[src/sv/cass_pkg.sv]
// shared types, constants and slot helpers for the calendar slot alarm scheduler
// no dependencies; used by cass_mod_unit and the top level
`default_nettype none
package cass_pkg;

   localparam int SLOTS          = 4;
   localparam int LOOKAHEAD_DAYS = 15;
   localparam int SLOT_BITS      = 11;
   localparam int TABLE_W        = 44;
   localparam int SIW            = (SLOTS > 1) ? $clog2(SLOTS) : 1;
   localparam int CNT_W          = $clog2(SLOTS + 1);
   localparam int DIV_W          = 18;
   localparam int DCNT_W         = $clog2(DIV_W + 1);
   localparam int OFF_W          = 10;

   localparam logic [15:0] REF_UNSET  = 16'hFFFF;
   localparam logic [31:0] DUP_WINDOW = 32'd7200;

   localparam logic [1:0] PAT_DAILY    = 2'd0;
   localparam logic [1:0] PAT_MASK     = 2'd1;
   localparam logic [1:0] PAT_INTERVAL = 2'd2;

   localparam logic [2:0] REG_DAY_PATTERN = 3'd0;
   localparam logic [2:0] REG_WEEKDAY     = 3'd1;
   localparam logic [2:0] REG_INTERVAL    = 3'd2;
   localparam logic [2:0] REG_SLOT_COUNT  = 3'd3;
   localparam logic [2:0] REG_SLOT_TABLE  = 3'd4;
   localparam logic [2:0] REG_INIT_REF    = 3'd5;

   typedef struct packed {
      logic             start;
      logic [DIV_W-1:0] dividend;
      logic [7:0]       divisor;
   } div_req_type;

   typedef struct packed {
      logic       done;
      logic [7:0] rem;
   } div_rsp_type;

   function automatic logic [5:0] slot_minute(input logic [TABLE_W-1:0] tbl,
                                              input logic [SIW-1:0] idx);
      logic [SLOT_BITS-1:0] w;
      w = tbl[SLOT_BITS*idx +: SLOT_BITS];
      return w[5:0];
   endfunction

   function automatic logic [4:0] slot_hour(input logic [TABLE_W-1:0] tbl,
                                            input logic [SIW-1:0] idx);
      logic [SLOT_BITS-1:0] w;
      w = tbl[SLOT_BITS*idx +: SLOT_BITS];
      return w[10:6];
   endfunction

   // (day + 4) mod 7 by folding octal digits, since 8 mod 7 is 1
   function automatic logic [2:0] weekday_of(input logic [15:0] day);
      logic [16:0] v;
      logic [5:0]  s1;
      logic [3:0]  s2;
      v  = {1'b0, day} + 17'd4;
      s1 = 6'(v[2:0]) + 6'(v[5:3]) + 6'(v[8:6]) + 6'(v[11:9]) + 6'(v[14:12])
           + 6'(v[16:15]);
      s2 = 4'(s1[2:0]) + 4'(s1[5:3]);
      return (s2 >= 4'd7) ? 3'(s2 - 4'd7) : s2[2:0];
   endfunction

endpackage
`default_nettype wire

[src/sv/cass_mod_unit.sv]
// shared restoring remainder unit, one dividend bit per cycle
// depends on cass_pkg
`default_nettype none
module cass_mod_unit (
   input  wire logic                 clock,
   input  wire logic                 reset,
   input  wire cass_pkg::div_req_type req,
   output cass_pkg::div_rsp_type      rsp
);
   import cass_pkg::*;

   logic [DIV_W-1:0]  dvd_ff, dvd_in;
   logic [7:0]        div_ff, div_in;
   logic [7:0]        rem_ff, rem_in;
   logic [DCNT_W-1:0] cnt_ff, cnt_in;
   logic              busy_ff, busy_in;
   logic              done_ff, done_in;
   logic [8:0]        trial;

   always_comb begin
      dvd_in  = dvd_ff;
      div_in  = div_ff;
      rem_in  = rem_ff;
      cnt_in  = cnt_ff;
      busy_in = busy_ff;
      done_in = 1'b0;
      trial   = {rem_ff, dvd_ff[DIV_W-1]};
      if (req.start) begin
         dvd_in  = req.dividend;
         div_in  = req.divisor;
         rem_in  = '0;
         cnt_in  = DCNT_W'(DIV_W);
         busy_in = 1'b1;
      end else if (busy_ff) begin
         if (trial >= {1'b0, div_ff}) begin
            rem_in = 8'(trial - {1'b0, div_ff});
         end else begin
            rem_in = trial[7:0];
         end
         dvd_in = {dvd_ff[DIV_W-2:0], 1'b0};
         cnt_in = cnt_ff - 1'b1;
         if (cnt_ff == DCNT_W'(1)) begin
            busy_in = 1'b0;
            done_in = 1'b1;
         end
      end
   end

   always_ff @(posedge clock) begin
      if (reset) begin
         busy_ff <= 1'b0;
         done_ff <= 1'b0;
         cnt_ff  <= '0;
      end else begin
         busy_ff <= busy_in;
         done_ff <= done_in;
         cnt_ff  <= cnt_in;
      end
      dvd_ff <= dvd_in;
      div_ff <= div_in;
      rem_ff <= rem_in;
   end

   assign rsp.done = done_ff;
   assign rsp.rem  = rem_ff;

   a_rem_below: assert property (@(posedge clock) disable iff (reset)
      done_ff |-> rem_ff < div_ff)
      else $error("remainder not below divisor");
   a_done_after_busy: assert property (@(posedge clock) disable iff (reset)
      done_ff |-> $past(busy_ff))
      else $error("done without a running division");
   a_no_restart: assert property (@(posedge clock) disable iff (reset)
      busy_ff && cnt_ff > DCNT_W'(1) |=> busy_ff)
      else $error("division ended early");

endmodule
`default_nettype wire

[src/sv/calendar_slot_alarm_scheduler_core.sv]
// top level of the calendar slot alarm scheduler: sequencer, state and channels
// depends on cass_pkg and cass_mod_unit
//
// channel | dir | handshake            | payload
// req     | in  | req_tvalid/tready    | tdata day,hour,minute,epoch,busy; tuser kind
// rsp     | out | rsp_tvalid/tready    | tdata next slot, flags
// csr     | in  | csr_valid/csr_ready  | csr_index, csr_wdata
//
// a transaction is accepted in idle, prepared, then searched day by day;
// interval mode adds a remainder on the shared 18-step unit for the offset,
// for each of two candidate days and for the fire check.
// a tick with an unchanged minute is dropped in its accept cycle.
// synchronous reset; a finished result waits in the output register while
// the next transaction is accepted; csr writes are taken at any time.
`default_nettype none
module calendar_slot_alarm_scheduler_core (
   input  wire logic        clock,
   input  wire logic        reset,
   input  wire logic        req_tvalid,
   output logic             req_tready,
   // day_number[15:0], hour[20:16], minute[26:21], epoch_seconds[58:27], busy_req[59]
   input  wire logic [63:0] req_tdata,
   // kind[0]
   input  wire logic        req_tuser,
   output logic             rsp_tvalid,
   input  wire logic        rsp_tready,
   // upcoming_hour[4:0], next_minute[10:5], next_day[26:11], next_found[27],
   // start_fire[28], duplicate_blocked[29], reference_latched[30]
   output logic [31:0]      rsp_tdata,
   input  wire logic        csr_valid,
   output logic             csr_ready,
   input  wire logic [2:0]  csr_index,
   input  wire logic [43:0] csr_wdata
);
   import cass_pkg::*;

   localparam logic [3:0] ST_IDLE      = 4'd0;
   localparam logic [3:0] ST_PREP      = 4'd1;
   localparam logic [3:0] ST_OFF_WAIT  = 4'd3;
   localparam logic [3:0] ST_DAY       = 4'd4;
   localparam logic [3:0] ST_DAY_WAIT  = 4'd5;
   localparam logic [3:0] ST_SLOT      = 4'd6;
   localparam logic [3:0] ST_NEXTDAY   = 4'd7;
   localparam logic [3:0] ST_FIRE_CHK  = 4'd8;
   localparam logic [3:0] ST_FIRE_WAIT = 4'd9;
   localparam logic [3:0] ST_FIRE_SLOT = 4'd10;
   localparam logic [3:0] ST_OUT       = 4'd11;

   logic [3:0]         state_ff, state_in;
   logic [1:0]         pat_ff, pat_in;
   logic [6:0]         mask_ff, mask_in;
   logic [7:0]         iv_ff, iv_in;
   logic [2:0]         scount_ff, scount_in;
   logic [TABLE_W-1:0] table_ff, table_in;
   logic [15:0]        ref_ff, ref_in;
   logic [6:0]         last_min_ff, last_min_in;
   logic [31:0]        fire_t_ff [SLOTS];
   logic [31:0]        fire_t_in [SLOTS];
   logic               kind_ff, kind_in;
   logic [15:0]        today_ff, today_in;
   logic [4:0]         hr_ff, hr_in;
   logic [5:0]         mn_ff, mn_in;
   logic [31:0]        now_ff, now_in;
   logic               busy_ff, busy_in;
   logic [15:0]        old_ref_ff, old_ref_in;
   logic [OFF_W-1:0]   off_ff, off_in;
   logic [OFF_W-1:0]   limit_ff, limit_in;
   logic [2:0]         wd_ff, wd_in;
   logic [2:0]         wd_today_ff, wd_today_in;
   logic [SIW-1:0]     slot_ff, slot_in;
   logic [4:0]         nhr_ff, nhr_in;
   logic [5:0]         nmn_ff, nmn_in;
   logic [15:0]        nday_ff, nday_in;
   logic               found_ff, found_in;
   logic               fire_ff, fire_in;
   logic               dup_ff, dup_in;
   logic               rsp_valid_ff, rsp_valid_in;
   logic [31:0]        rsp_data_ff, rsp_data_in;

   div_req_type div_req;
   div_rsp_type div_rsp;

   logic [CNT_W-1:0] n_act;
   logic             jump;
   logic [DIV_W-1:0] day_w;
   logic [15:0]      day_sat;
   logic [15:0]      ref_eff;
   logic [DIV_W-1:0] day_diff;
   logic [15:0]      today_diff;
   logic [15:0]      tref_eff;
   logic [15:0]      fire_diff;
   logic [4:0]       sh;
   logic [5:0]       sm;
   logic             last_slot;
   logic             req_acc;
   logic             csr_acc;
   logic [31:0]      t_cur;

   cass_mod_unit u_mod (
      .clock (clock),
      .reset (reset),
      .req   (div_req),
      .rsp   (div_rsp)
   );

   assign req_tready = (state_ff == ST_IDLE);
   assign req_acc    = req_tvalid && req_tready;
   assign csr_ready  = 1'b1;
   assign csr_acc    = csr_valid && csr_ready;
   assign rsp_tvalid = rsp_valid_ff;
   assign rsp_tdata  = rsp_data_ff;

   always_comb begin
      n_act = (scount_ff > 3'(SLOTS)) ? CNT_W'(SLOTS) : CNT_W'(scount_ff);
      jump  = (pat_ff == PAT_INTERVAL) && (iv_ff != 8'd0);
      day_w = DIV_W'(today_ff) + DIV_W'(off_ff);
      day_sat = (day_w[DIV_W-1:16] != '0) ? 16'hFFFF : day_w[15:0];
      ref_eff = (ref_ff == REF_UNSET) ? day_w[15:0] : ref_ff;
      day_diff = (day_w >= DIV_W'(ref_eff)) ? day_w - DIV_W'(ref_eff)
                                            : DIV_W'(ref_eff) - day_w;
      today_diff = (today_ff >= ref_ff) ? today_ff - ref_ff : ref_ff - today_ff;
      tref_eff   = (ref_ff == REF_UNSET) ? today_ff : ref_ff;
      fire_diff  = (today_ff >= tref_eff) ? today_ff - tref_eff : tref_eff - today_ff;
      sh = slot_hour(table_ff, slot_ff);
      sm = slot_minute(table_ff, slot_ff);
      last_slot = (CNT_W'(slot_ff) + 1'b1) >= n_act;
      t_cur = fire_t_ff[slot_ff];
   end

   always_comb begin
      state_in     = state_ff;
      pat_in       = pat_ff;
      mask_in      = mask_ff;
      iv_in        = iv_ff;
      scount_in    = scount_ff;
      table_in     = table_ff;
      ref_in       = ref_ff;
      last_min_in  = last_min_ff;
      fire_t_in    = fire_t_ff;
      kind_in      = kind_ff;
      today_in     = today_ff;
      hr_in        = hr_ff;
      mn_in        = mn_ff;
      now_in       = now_ff;
      busy_in      = busy_ff;
      old_ref_in   = old_ref_ff;
      off_in       = off_ff;
      limit_in     = limit_ff;
      wd_in        = wd_ff;
      wd_today_in  = wd_today_ff;
      slot_in      = slot_ff;
      nhr_in       = nhr_ff;
      nmn_in       = nmn_ff;
      nday_in      = nday_ff;
      found_in     = found_ff;
      fire_in      = fire_ff;
      dup_in       = dup_ff;
      rsp_valid_in = rsp_valid_ff;
      rsp_data_in  = rsp_data_ff;
      div_req      = '0;

      if (rsp_valid_ff && rsp_tready) begin
         rsp_valid_in = 1'b0;
      end

      unique case (state_ff)
         ST_IDLE: begin
            if (req_acc) begin
               kind_in    = req_tuser;
               today_in   = req_tdata[15:0];
               hr_in      = req_tdata[20:16];
               mn_in      = req_tdata[26:21];
               now_in     = req_tdata[58:27];
               busy_in    = req_tdata[59];
               old_ref_in = ref_ff;
               fire_in    = 1'b0;
               dup_in     = 1'b0;
               if (req_tuser || ({1'b0, req_tdata[26:21]} != last_min_ff)) begin
                  if (!req_tuser) begin
                     last_min_in = {1'b0, req_tdata[26:21]};
                  end
                  state_in = ST_PREP;
               end
            end
         end
         ST_PREP: begin
            if (n_act == '0) begin
               nhr_in   = '0;
               nmn_in   = '0;
               nday_in  = '0;
               found_in = 1'b0;
               state_in = ST_FIRE_CHK;
            end else begin
               // weekday of today, 0 is sunday
               wd_in       = weekday_of(today_ff);
               wd_today_in = weekday_of(today_ff);
               if (jump && (ref_ff != REF_UNSET)) begin
                  div_req.start    = 1'b1;
                  div_req.dividend = DIV_W'(today_diff);
                  div_req.divisor  = iv_ff;
                  state_in = ST_OFF_WAIT;
               end else begin
                  off_in   = '0;
                  limit_in = jump ? OFF_W'(iv_ff) : OFF_W'(LOOKAHEAD_DAYS);
                  state_in = ST_DAY;
               end
            end
         end
         ST_OFF_WAIT: begin
            if (div_rsp.done) begin
               // align to the first interval day at or after today
               if (today_ff >= ref_ff) begin
                  off_in = (div_rsp.rem != 8'd0) ? OFF_W'(iv_ff - div_rsp.rem) : '0;
                  limit_in = ((div_rsp.rem != 8'd0) ? OFF_W'(iv_ff - div_rsp.rem) : '0)
                             + OFF_W'(iv_ff);
               end else begin
                  off_in   = OFF_W'(div_rsp.rem);
                  limit_in = OFF_W'(div_rsp.rem) + OFF_W'(iv_ff);
               end
               state_in = ST_DAY;
            end
         end
         ST_DAY: begin
            slot_in = '0;
            if (off_ff > limit_ff) begin
               // fallback to slot 0 on the first candidate day past the search window
               nhr_in   = slot_hour(table_ff, SIW'(0));
               nmn_in   = slot_minute(table_ff, SIW'(0));
               nday_in  = day_sat;
               found_in = 1'b0;
               state_in = ST_FIRE_CHK;
            end else begin
               case (pat_ff)
                  PAT_DAILY: state_in = ST_SLOT;
                  PAT_MASK:  state_in = mask_ff[wd_ff] ? ST_SLOT : ST_NEXTDAY;
                  PAT_INTERVAL: begin
                     ref_in = ref_eff;
                     if (iv_ff == 8'd0) begin
                        state_in = ST_SLOT;
                     end else begin
                        div_req.start    = 1'b1;
                        div_req.dividend = day_diff;
                        div_req.divisor  = iv_ff;
                        state_in = ST_DAY_WAIT;
                     end
                  end
                  default: state_in = ST_NEXTDAY;
               endcase
            end
         end
         ST_DAY_WAIT: begin
            if (div_rsp.done) begin
               state_in = (div_rsp.rem == 8'd0) ? ST_SLOT : ST_NEXTDAY;
            end
         end
         ST_SLOT: begin
            if ((off_ff == '0) && ((sh < hr_ff) || ((sh == hr_ff) && (sm <= mn_ff)))) begin
               if (last_slot) begin
                  state_in = ST_NEXTDAY;
               end else begin
                  slot_in = slot_ff + 1'b1;
               end
            end else begin
               nhr_in   = sh;
               nmn_in   = sm;
               nday_in  = day_sat;
               found_in = 1'b1;
               state_in = ST_FIRE_CHK;
            end
         end
         ST_NEXTDAY: begin
            off_in   = off_ff + (jump ? OFF_W'(iv_ff) : OFF_W'(1));
            wd_in    = (wd_ff == 3'd6) ? 3'd0 : wd_ff + 3'd1;
            state_in = ST_DAY;
         end
         ST_FIRE_CHK: begin
            slot_in = '0;
            if (!kind_ff && !busy_ff && (n_act != '0)) begin
               case (pat_ff)
                  PAT_DAILY: state_in = ST_FIRE_SLOT;
                  PAT_MASK:  state_in = mask_ff[wd_today_ff] ? ST_FIRE_SLOT : ST_OUT;
                  PAT_INTERVAL: begin
                     ref_in = tref_eff;
                     if (iv_ff == 8'd0) begin
                        state_in = ST_FIRE_SLOT;
                     end else begin
                        div_req.start    = 1'b1;
                        div_req.dividend = DIV_W'(fire_diff);
                        div_req.divisor  = iv_ff;
                        state_in = ST_FIRE_WAIT;
                     end
                  end
                  default: state_in = ST_OUT;
               endcase
            end else begin
               state_in = ST_OUT;
            end
         end
         ST_FIRE_WAIT: begin
            if (div_rsp.done) begin
               state_in = (div_rsp.rem == 8'd0) ? ST_FIRE_SLOT : ST_OUT;
            end
         end
         ST_FIRE_SLOT: begin
            if ((hr_ff == sh) && (mn_ff == sm)) begin
               // two-hour guard against a repeated start of the same slot
               if ((t_cur != '0) && (now_ff >= t_cur) && ((now_ff - t_cur) < DUP_WINDOW)) begin
                  dup_in = 1'b1;
               end else begin
                  fire_t_in[slot_ff] = now_ff;
                  fire_in = 1'b1;
               end
               state_in = ST_OUT;
            end else if (last_slot) begin
               state_in = ST_OUT;
            end else begin
               slot_in = slot_ff + 1'b1;
            end
         end
         ST_OUT: begin
            if (!rsp_valid_ff || rsp_tready) begin
               rsp_valid_in = 1'b1;
               rsp_data_in  = {1'b0, (ref_ff != old_ref_ff), dup_ff, fire_ff, found_ff,
                               nday_ff, nmn_ff, nhr_ff};
               state_in = ST_IDLE;
            end
         end
         default: state_in = ST_IDLE;
      endcase

      if (csr_acc) begin
         unique case (csr_index)
            REG_DAY_PATTERN: pat_in    = csr_wdata[1:0];
            REG_WEEKDAY:     mask_in   = csr_wdata[6:0];
            REG_INTERVAL:    iv_in     = csr_wdata[7:0];
            REG_SLOT_COUNT:  scount_in = csr_wdata[2:0];
            REG_SLOT_TABLE:  table_in  = csr_wdata[TABLE_W-1:0];
            REG_INIT_REF:    ref_in    = csr_wdata[15:0];
            default: ;
         endcase
      end
   end

   always_ff @(posedge clock) begin
      if (reset) begin
         state_ff     <= ST_IDLE;
         pat_ff       <= PAT_DAILY;
         mask_ff      <= 7'h7F;
         iv_ff        <= 8'd1;
         scount_ff    <= '0;
         table_ff     <= '0;
         ref_ff       <= REF_UNSET;
         last_min_ff  <= 7'd127;
         for (int i = 0; i < SLOTS; i++) begin
            fire_t_ff[i] <= '0;
         end
         rsp_valid_ff <= 1'b0;
      end else begin
         state_ff     <= state_in;
         pat_ff       <= pat_in;
         mask_ff      <= mask_in;
         iv_ff        <= iv_in;
         scount_ff    <= scount_in;
         table_ff     <= table_in;
         ref_ff       <= ref_in;
         last_min_ff  <= last_min_in;
         fire_t_ff    <= fire_t_in;
         rsp_valid_ff <= rsp_valid_in;
      end
      kind_ff     <= kind_in;
      today_ff    <= today_in;
      hr_ff       <= hr_in;
      mn_ff       <= mn_in;
      now_ff      <= now_in;
      busy_ff     <= busy_in;
      old_ref_ff  <= old_ref_in;
      off_ff      <= off_in;
      limit_ff    <= limit_in;
      wd_ff       <= wd_in;
      wd_today_ff <= wd_today_in;
      slot_ff     <= slot_in;
      nhr_ff      <= nhr_in;
      nmn_ff      <= nmn_in;
      nday_ff     <= nday_in;
      found_ff    <= found_in;
      fire_ff     <= fire_in;
      dup_ff      <= dup_in;
      rsp_data_ff <= rsp_data_in;
   end

   a_fire_xor_dup: assert property (@(posedge clock) disable iff (reset)
      !(fire_ff && dup_ff) || (state_ff == ST_IDLE))
      else $error("start and duplicate block together");
   a_recompute_quiet: assert property (@(posedge clock) disable iff (reset)
      (state_ff == ST_OUT) && kind_ff |-> !fire_ff && !dup_ff)
      else $error("recompute transaction raised a start");
   a_div_done_waiting: assert property (@(posedge clock) disable iff (reset)
      div_rsp.done |-> (state_ff == ST_OFF_WAIT) ||
                       (state_ff == ST_DAY_WAIT) || (state_ff == ST_FIRE_WAIT))
      else $error("remainder finished outside a wait state");
   a_ref_sticky: assert property (@(posedge clock) disable iff (reset)
      (ref_ff != REF_UNSET) && !(csr_acc && (csr_index == REG_INIT_REF))
      |=> ref_ff == $past(ref_ff))
      else $error("reference day changed after being set");

endmodule
`default_nettype wire

[config.mk]
export PLATFORM = sky130hd
export DESIGN_NAME = calendar_slot_alarm_scheduler_core
export DESIGN_NICKNAME = d
export VERILOG_FILES = /design/src/sv/cass_pkg.sv /design/src/sv/cass_mod_unit.sv /design/src/sv/calendar_slot_alarm_scheduler_core.sv
export SDC_FILE = /design/constraint.sdc
export NUM_CORES = 1
export LEC_CHECK = 0
export BUFFER_PORTS_ARGS = -buffer_cell sky130_fd_sc_hd__buf_2
export CORE_MARGIN = 3
export CORE_UTILIZATION = 49
export DETAILED_ROUTE_END_ITERATION = 8
export PLACE_DENSITY = 0.66
export SLEW_MARGIN = 15
export SYNTH_ARGS = -nofsm -noshare
export SYNTH_HDL_FRONTEND = slang
export SYNTH_SLANG_ARGS = --single-unit
[constraint.sdc]
create_clock -name clock -period 8.75 [get_ports clock]
set_clock_uncertainty 0.15 [all_clocks]
set_input_delay 0.875 -clock clock [delete_from_list [all_inputs] [get_ports clock]]
set_output_delay 0.875 -clock clock [all_outputs]
set_load 0.01 [all_outputs]
==> results of run 1 <==
-- layer usage --
metal	routed length (µm)	up-vias	global-route usage	share of wire
li1	-	11300	-	-
met1	40200	11800	0.411	0.45
met2	41600	858	0.480	0.46
met3	6050	144	0.0412	0.067
met4	2420	4	0.0811	0.027
met5	24	-	0	0.00027
-- cells by family (layout without fill, tap and decap cells) --
family          count (synthesis)  count (layout)  share of synthesized area
compound gates                753             753                      0.169
fa+ha+maj                     236             236                      0.110
mux                           234             234                      0.103
buf+inv                       384             507                     0.0544
other cells                     2               3                   0.000265
xor+xnor                      132             132                     0.0408
flops                         427             427                      0.370
simple gates                  939             939                      0.152
-- layout make-up --
class,count,area (µm²),area share
Sequential cell,427,10500,0.334
Inverter,230,865,0.0276
Antenna cell,1,2.50,0.0000798
Timing Repair Buffer,187,1050,0.0337
Multi-Input combinational cell,2296,16300,0.521
Clock inverter,22,234,0.00747
Clock buffer,68,1430,0.0456
Tap cell,756,946,0.0302
-- stage by stage --
| step | util | hold WS [ps] | std cells | area (µm²) |
|---|---|---|---|---|
| floorplan | - | 250 | 3107 | 28300 |
| global placement | 0.522 | 251 | 3895 | 29700 |
| detailed placement | 0.522 | 256 | 3895 | 29700 |
| CTS | 0.551 | 270 | 3985 | 31300 |
| global route | 0.552 | 272 | 3987 | 31300 |
| finish | 0.552 | 268 | 3987 | 31300 |
-- worst max-delay path by stage --
| stage | endpoint | slack [ps] | cells past startpoint |
|---|---|---|---|
| after floorplan | found_ff$_DFFE_PP_ | 2250 | 12 |
| after global placement | u_mod.dvd_ff[15]$_DFFE_PP_ | 2020 | 16 |
| after detailed placement | u_mod.dvd_ff[15]$_DFFE_PP_ | 1910 | 16 |
| after CTS | u_mod.dvd_ff[15]$_DFFE_PP_ | 1900 | 16 |
| after global routing | u_mod.dvd_ff[15]$_DFFE_PP_ | 1460 | 16 |
| final | u_mod.dvd_ff[15]$_DFFE_PP_ | 1800 | 16 |
-- power by group --
part	internal (µW)	total, µW	switching (µW)
Clock	1240	2110	872
Sequential	2630	2970	342
Combinational	3120	8050	4930
Total	6980	13100	6150
-- worst reg2reg max path, delay by kind of cell, from the launching register on --
| family | cells | cell delay, ps |
|---|---|---|
| flops | 1 | 610 |
| buf+inv | 1 | 100 |
| compound gates | 10 | 3420 |
| simple gates | 4 | 2120 |
| fa+ha+maj | 1 | 400 |
-- registers in the layout (all words and copies together), names as in the netlist, 4 cells and up --
signal	count
fire_t_ff	128
hr_ff	5
iv_ff	8
last_min_ff	7
limit_ff	10
mask_ff	7
mn_ff	6
nday_ff	16
nhr_ff	5
nmn_ff	6
now_ff	32
off_ff	10
old_ref_ff	16
ref_ff	16
rsp_tdata	31
state_ff	4
table_ff	44
today_ff	16
u_mod.cnt_ff	5
u_mod.div_ff	8
u_mod.dvd_ff	18
u_mod.rem_ff	8
-- cells in the final DEF, fill, tap and decap left out, drive strengths merged, types with 22 or more instances in the layout --
| cell type | netlist | layout |
|---|---|---|
| buf | 33 | 187 |
| nor3 | 54 | 54 |
| a211oi | 32 | 32 |
| and2 | 22 | 22 |
| nand4 | 35 | 35 |
| mux4 | 45 | 45 |
| nor2 | 282 | 282 |
| mux2i | 172 | 172 |
| xnor2 | 74 | 74 |
| o21bai | 24 | 24 |
| dfxtp | 235 | 235 |
| ha | 213 | 213 |
| a21oi | 273 | 273 |
| nand2b | 25 | 25 |
| o21ai | 160 | 160 |
| nand3 | 50 | 50 |
| nor4 | 30 | 30 |
| inv | 229 | 232 |
| nor2b | 38 | 38 |
| clkbuf | 121 | 68 |
| a21o | 58 | 58 |
| xor2 | 58 | 58 |
| nand2 | 335 | 335 |
| edfxtp | 192 | 192 |
| fa | 23 | 23 |
==> out/summary.txt, run 1 <==
Min-delay src: nday_ff[15]$_SDFFCE_PN0P_
Remaining antenna violation count: 0
Vias in the first global route: 23.6k
DP Wirelength: 68.1 mm
#FFs+latches synth: 427
Post-layout net count: 3543
Crit path max fanout: 22
Root buf cell: clkbuf_16
Count of hold-fix buffers inserted at cts: 0
Clock-pin slew on the worst setup and hold paths: 60 ps
Largest stage delay, worst path: 910 ps
Post-DR vias/cell: 6.04
Layout cell share with drive strength beyond 1: 0.113
Area Growth Syn to Fin: 10.6%
Crit path required time: 9030 ps
CTS buffer count: 48
RSZ-0062 raised after global routing: false
CP Class: reg2reg
Synth area leaders: edfxtp_1, dfxtp_1, ha_1, mux2i_1, a21oi_1
Post-Place Setup Slack: 1910 ps
Slew margin rel.: 0.181
EDFF count, synth: 192
Post-Route WL: 90.3 mm
Number of core rows: 87
PD cells: 419 nW/µm²
Post-synth top cells: nand2_1, nor2_1, a21oi_1
GRT Util Overall: 0.295
Synth warn: 0
Top cell type's share of synthesized area: 0.204
Largest net degree at the start of global routing: 85
Clock Sinks: 427
Seq/Total Area, Yosys: 0.370
Min Tclk post-route: 6950 ps
Main synth FF type: dfxtp_1
Final hold violation count: 0
Avg Synthesized Cell Area: 9.12 µm²
CP Cell Sequence: nand4_1 -> or4_1 -> o21ai_0 -> inv_1 -> ha_1 -> a21oi_1 -> a21oi_1 -> nor4b_1 -> o31a_1 -> nand2_1 -> o211a_1 -> a311oi_1 -> o21ai_0 -> o21ai_0 -> a21oi_1 -> a31oi_1
Worst Max-Slew Pin Slew: 1220 ps
CTS Buffer Depth: 3
Final setup fails: 0
Leakage: 0.0124 µW
Chip Width: 246 µm
Clock Latency Late Sink: 600 ps
# port buffers: 145
Post-CTS Resized: 0
GRT overflow: 0
Post-synth cell types: 95
Post-synth ARST share: 0
CP Launch Type: flip-flop
Hold endpoint: rsp_tdata[26]$_DFFE_PP_
Arr. time, crit path: 7230 ps
Synth Cell Area: 28300 µm²
First drt pass iteration count: 5
Synth area leader: edfxtp_1
Starting Density: 0.498
Max VDD drop: 734 µV
Hold Crit Class: reg2reg
DRT iter0 DRCs: 1988
Post-CTS Setup Bufs: 0
Final WS setup: 1800 ps
Initial antenna violation count: 5
Synth Instances: 3107
CORE AREA: 56800 µm²
DRC: 0
Worst R2R Start: ref_ff[12]$_SDFF_PP1_
Reg2reg end: u_mod.dvd_ff[15]$_DFFE_PP_
Final setup TNS: 0 ps
R2R Setup Slk: 1800 ps
Die H: 246 µm
CTS H-tree depth: 2
Status: finished, final reports clean
Die area: 60700 µm²
Final Max Slew Viols: 0
Worst Setup SP: ref_ff[12]$_SDFF_PP1_
Max cap viols: 0
Overall power: 13100 µW
# IOs: 152
Vias: 24.1k
R2R depth: 16
WP buf/inv: 1
WHS Path Cells: 0
DR WL/cell: 22.6 µm
First-pass GRT wire length: 139 mm
Critical Path Slowest Stage Cell: or4_1
Mapped Nets: 3460
Fill count: 5155
CP delay by family, top: compound AO/OA/AOI/OAI gates
Fmax: 144 MHz
Setup crit end kind: flip-flop
CTS tree: done
Routability cong.: 0.972
Period utilization: 0.794
Most common cell in the netlist: nand2_1
No activity file was read; power rests on OpenSTA's default activity.
==> inputs of run 2 (changes only) <==
Clock period 8.75 ns to 7.2 ns, I/O delays scaled along.
==> run 2 against run 1 <==
Against the previous run:
- register-to-register slack lost 1300 ps
- sequential share of layout area shrank 0.089 points
- combinational power grew 24%
- power grew 22%
- critical endpoint is now u_mod.dvd_ff[13]$_DFFE_PP_
- largest power group unchanged
- final area grew 0.27%
- critical path type unchanged
- die area is the same
- worst hold slack lost 130 ps
- critical path depth grew 8
==> out/summary.txt, run 2 (same netlist as run 1, synthesis figures left out) <==
Largest net degree at the start of global routing: 73
Final hold violation count: 0
Regs by FF count: fire_t_ff (128), table_ff (44), now_ff (32)
Fin area: 31400 µm²
DRT iter0 DRCs: 2204
Crit path max fanout: 19
Internal Power: 8480 µW
Final Max Slew Viols: 0
# port buffers: 145
Post-CTS Resized: 0
Final setup fails: 0
CTS Buffer Depth: 3
Max VDD drop: 767 µV
Final setup TNS: 0 ps
Vias in the first global route: 24.0k
PD cells: 508 nW/µm²
Root buf cell: clkbuf_16
CORE AREA: 56800 µm²
Chip Width: 246 µm
DP Wirelength: 68.9 mm
Crit path required time: 7390 ps
Reg with most FFs: fire_t_ff
Post-layout net count: 3571
Post-DR vias/cell: 6.04
Status: finished, final reports clean
CTS buffer count: 46
Die H: 246 µm
Clock-pin slew on the worst setup and hold paths: 70 ps
Post-Route WL: 90.1 mm
Clock Latency Late Sink: 600 ps
Post-CTS Setup Bufs: 0
First drt pass iteration count: 5
Combinational share of power: 0.625
Clock power share: 0.152
Fraction of power consumed by sequential logic: 0.223
CP Class: reg2reg
Sw power: 7490 µW
GRT Util Overall: 0.294
Fill count: 5203
Hold Crit Class: in2reg
Placed Area: 29900 µm²
Clock Sinks: 427
Layout cell share with drive strength beyond 1: 0.118
Max cap viols: 0
Initial antenna violation count: 0
Number of core rows: 87
Routability cong.: 1.02
Switching power share of the total: 0.469
CTS H-tree depth: 2
Most common cell after layout, fill and taps aside: nand2_1
CP Launch Type: flip-flop
DRC: 0
R2R Setup Slk: 540 ps
Diode count: 0
Flip-flop count of the largest register after layout: 128
Die area: 60700 µm²
Area Growth Syn to Fin: 10.9%
Fmax: 150 MHz
# IOs: 152
Count of hold-fix buffers inserted at cts: 0
Setup crit end kind: flip-flop
Most frequent cells in the layout: nand2_1, nor2_1, a21oi_1, dfxtp_1, inv_1
GRT overflow: 0
Leakage: 0.0125 µW
Period utilization: 0.924
Worst Max-Slew Pin Slew: 1110 ps
DR WL/cell: 22.5 µm
CTS tree: done
Min Tclk post-route: 6660 ps
First-pass GRT wire length: 139 mm
RSZ-0062 raised after global routing: false
Remaining antenna violation count: 0
Slew margin rel.: 0.257
Vias: 24.2k
Arr. time, crit path: 6850 ps
Starting Density: 0.498
==> run 2: path summary, 6_finish.rpt <==
path / from / endpoint / cells after the start
max: today_ff[0]$_DFFE_PP_ / u_mod.dvd_ff[13]$_DFFE_PP_ / 24
min: req_tdata[10] / today_ff[10]$_DFFE_PP_ / 1
max reg2reg: today_ff[0]$_DFFE_PP_ / u_mod.dvd_ff[13]$_DFFE_PP_ / 24
min reg2reg: nday_ff[0]$_SDFFCE_PN0P_ / rsp_tdata[11]$_DFFE_PP_ / 0
==> run 2: metrics by stage <==
stage | cells | power (µW) | worst slack, ps | hold slack [ps] | utilization
2_1_floorplan | 3107 | 10600 | 700 | 250 | -
3_3_place_gp | 3926 | 13200 | 872 | 255 | 0.526
3_5_place_dp | 3926 | 13400 | 723 | 255 | 0.526
4_1_cts | 4012 | 15900 | 660 | 108 | 0.553
5_1_grt | 4012 | 17100 | 4.66 | 117 | 0.553
6_report | 4012 | 16000 | 544 | 142 | 0.553
==> run 2: layout make-up <==
class / instances / area, µm² / area share
clock inverter: 21 / 236 / 0.00753
tap: 756 / 946 / 0.0301
sequential: 427 / 10500 / 0.333
timing repair buffer: 217 / 1270 / 0.0405
inverter: 230 / 865 / 0.0275
clock buffer: 65 / 1290 / 0.0412
multi-input combinational: 2296 / 16300 / 0.520
==> run 2: power groups by stage <==
stage                     combinational [µW]  sequential (µW)  clock (µW)
final                                   9970             3570        2420
after CTS                               9870             3550        2470
after floorplan                         7100             3460           0
after global placement                  9660             3590           0
after global routing                   10900             3600        2570
after detailed placement                9820             3600           0
==> run 2: worst max-delay path, stage by stage, from the launching register on <==
cell	delay, ps
edfxtp_1	470
ha_1	270
fa_1	450
a211oi_2	260
o21bai_1	170
a21oi_1	260
o21bai_1	90
a21oi_1	180
xnor2_1	250
inv_1	150
a21oi_1	230
inv_1	70
ha_1	360
and2_1	220
a221oi_1	430
o21ai_1	170
a21oi_1	230
o21ai_0	120
a21oi_1	280
o211ai_2	450
buf_4	360
mux2i_1	220
xor2_1	170
o21ai_0	90
a211o_1	300
==> run 2: metal layers <==
layer	routed length, µm	vias up	track usage
li1	-	11300	-
met1	40200	11800	0.410
met2	40300	938	0.468
met3	6210	182	0.0409
met4	3390	0	0.102
met5	0	-	0
==> inputs of run 3 (changes only) <==
Settings changed: CELL_PAD_IN_SITES_DETAIL_PLACEMENT from default to 2, CELL_PAD_IN_SITES_GLOBAL_PLACEMENT from default to 2, CORE_UTILIZATION 49 to 40, PLACE_DENSITY 0.66 to default, PLACE_DENSITY_LB_ADDON from default to 0.1.
==> run 3 against run 2 <==
Against the previous run:
- routed wire length is 22% higher
- critical path depth stayed put
- power is 4.2% higher
- combinational power is 5% higher
- critical endpoint is now u_mod.dvd_ff[4]$_DFFE_PP_
==> out/summary.txt, run 3 (same netlist as run 1, synthesis figures left out) <==
Critical Path Slowest Stage Cell: fa_1
RSZ-0062 raised after global routing: false
Chip Width: 272 µm
Final hold violation count: 0
Period utilization: 0.918
Die area: 74000 µm²
Regs by FF count: fire_t_ff (128), table_ff (44), now_ff (32)
Number of core rows: 96
Max VDD drop: 849 µV
Min-delay src: req_tdata[32]
R2R depth: 24
# IOs: 152
Layout Cells excl Fill: 4196
Setup crit end kind: flip-flop
CTS buffer count: 50
Vias: 24.8k
Diode count: 0
Worst Max-Slew Pin Slew: 1080 ps
Layout cell share with drive strength beyond 1: 0.121
Hold Worst Slack: 105 ps
CP Cell Sequence: buf_4 -> ha_1 -> fa_1 -> a211oi_2 -> o21bai_1 -> a21oi_1 -> o21bai_1 -> a21oi_1 -> xnor2_1 -> inv_1 -> a21oi_1 -> inv_1 -> ha_1 -> and2_1 -> a221oi_2 -> o21ai_1 -> a21oi_1 -> o21ai_0 -> a21oi_1 -> o211ai_4 -> mux2i_1 -> mux2_1 -> a311oi_1 -> nand2_1
Fraction of power consumed by sequential logic: 0.216
Crit path max fanout: 16
Routability cong.: 0.935
WP buf/inv: 3
Initial antenna violation count: 1
Leakage: 0.0125 µW
First drt pass iteration count: 5
CP Class: reg2reg
Reg2reg end: u_mod.dvd_ff[4]$_DFFE_PP_
Area Growth Syn to Fin: 12.4%
Post-layout net count: 3578
Post-DR vias/cell: 5.90
R2R Setup Slk: 590 ps
Remaining antenna violation count: 0
Status: finished, final reports clean
PD cells: 522 nW/µm²
# port buffers: 145
Clock-pin slew on the worst setup and hold paths: 60 ps
GRT overflow: 0
Worst R2R Start: today_ff[0]$_DFFE_PP_
Clock Sinks: 427
CTS H-tree depth: 2
Most frequent cells in the layout: nand2_1, nor2_1, a21oi_1, dfxtp_1, inv_1
CP delay by family, top: compound AO/OA/AOI/OAI gates
Count of hold-fix buffers inserted at cts: 0
GRT Util Overall: 0.293
Final Max Slew Viols: 0
DRT iter0 DRCs: 1650
DRC: 0
First-pass GRT wire length: 168 mm
Fmax: 151 MHz
Root buf cell: clkbuf_16
Cell mode on critical path: a21oi_1
WHS Path Cells: 1
Internal Power: 8640 µW
Largest net degree at the start of global routing: 73
Starting Density: 0.408
Clock Latency Late Sink: 640 ps
WP depth: 24
CTS tree: done
Post-Place Setup Slack: 617 ps
Cell total after placement: 4104
DP Wirelength: 84.3 mm
CTS Buffer Depth: 3
Vias in the first global route: 27.4k
Min Tclk post-route: 6610 ps
Combinational share of power: 0.629
Sw power: 7990 µW
Clock power share: 0.155
CP Launch Type: flip-flop
DR WL/cell: 26.2 µm
Final setup fails: 0
Hold Crit Class: in2reg
Largest stage delay, worst path: 460 ps
Die H: 272 µm
Final WS setup: 590 ps
Hold endpoint: now_ff[5]$_DFFE_PP_
Arr. time, crit path: 6780 ps
Flip-flop count of the largest register after layout: 128
Post-Route WL: 110 mm
Max cap viols: 0
Final setup TNS: 0 ps
Most common cell after layout, fill and taps aside: nand2_1
Final Util: 0.458
Slew margin rel.: 0.281
CORE AREA: 69400 µm²
Reg with most FFs: fire_t_ff
Crit path required time: 7370 ps
Switching power share of the total: 0.481
run 3: per-layer routing:
| metal | up-vias | GRT usage | share of wire |
|---|---|---|---|
| met3 | 207 | 0.0414 | 0.046 |
| li1 | 11300 | - | - |
| met5 | - | 0 | 0 |
| met4 | 0 | 0.103 | 0.037 |
| met2 | 588 | 0.500 | 0.48 |
| met1 | 12700 | 0.379 | 0.44 |
run 3: final cells by class:
cell class	count	area (µm²)
sequential	427	10500
clock buffer	70	1400
inverter	230	866
timing repair buffer	220	1320
multi-input combinational	2296	16400
tap	931	1160
fill	7570	37600
clock inverter	22	253
run 3: power by group through the flow:
stage | sequential [µW] | combinational (µW) | clock [µW]
5_1_grt | 3620 | 11500 | 2740
3_3_place_gp | 3600 | 9770 | 0
6_report | 3580 | 10500 | 2580
2_1_floorplan | 3460 | 7100 | 0
3_5_place_dp | 3620 | 10200 | 0
4_1_cts | 3580 | 10400 | 2640
run 3: how the worst max path moves through the flow:
stage	start	end
6_report	today_ff[0]$_DFFE_PP_	u_mod.dvd_ff[4]$_DFFE_PP_
3_5_place_dp	today_ff[0]$_DFFE_PP_	u_mod.dvd_ff[4]$_DFFE_PP_
3_3_place_gp	today_ff[0]$_DFFE_PP_	u_mod.dvd_ff[7]$_DFFE_PP_
4_1_cts	today_ff[0]$_DFFE_PP_	u_mod.dvd_ff[7]$_DFFE_PP_
5_1_grt	today_ff[0]$_DFFE_PP_	u_mod.dvd_ff[4]$_DFFE_PP_
2_1_floorplan	slot_ff[0]$_SDFFCE_PN0P_	found_ff$_DFFE_PP_
run 3: worst reg2reg max path: cells and delay by family, from the launching register on:
family	cells	cell delay [ps]
buf+inv	3	430
compound gates	13	3030
fa+ha+maj	3	1080
xor+xnor	1	250
mux	2	650
flops	1	360
simple gates	2	360
run 3: stage by stage:
| stage | instance area (µm²) | total power [µW] |
|---|---|---|
| floorplan | 28300 | 10600 |
| global placement | 30200 | 13400 |
| detailed placement | 30200 | 13800 |
| CTS | 31800 | 16600 |
| global route | 31800 | 17900 |
| finish | 31800 | 16600 |
run 3: what timing repair did:
item                                    4_1_cts  5_1_grt
resized for setup                             0        2
endpoints found under the setup margin        0       10
hold endpoints to repair                      0        0
buffers inserted                              0        0
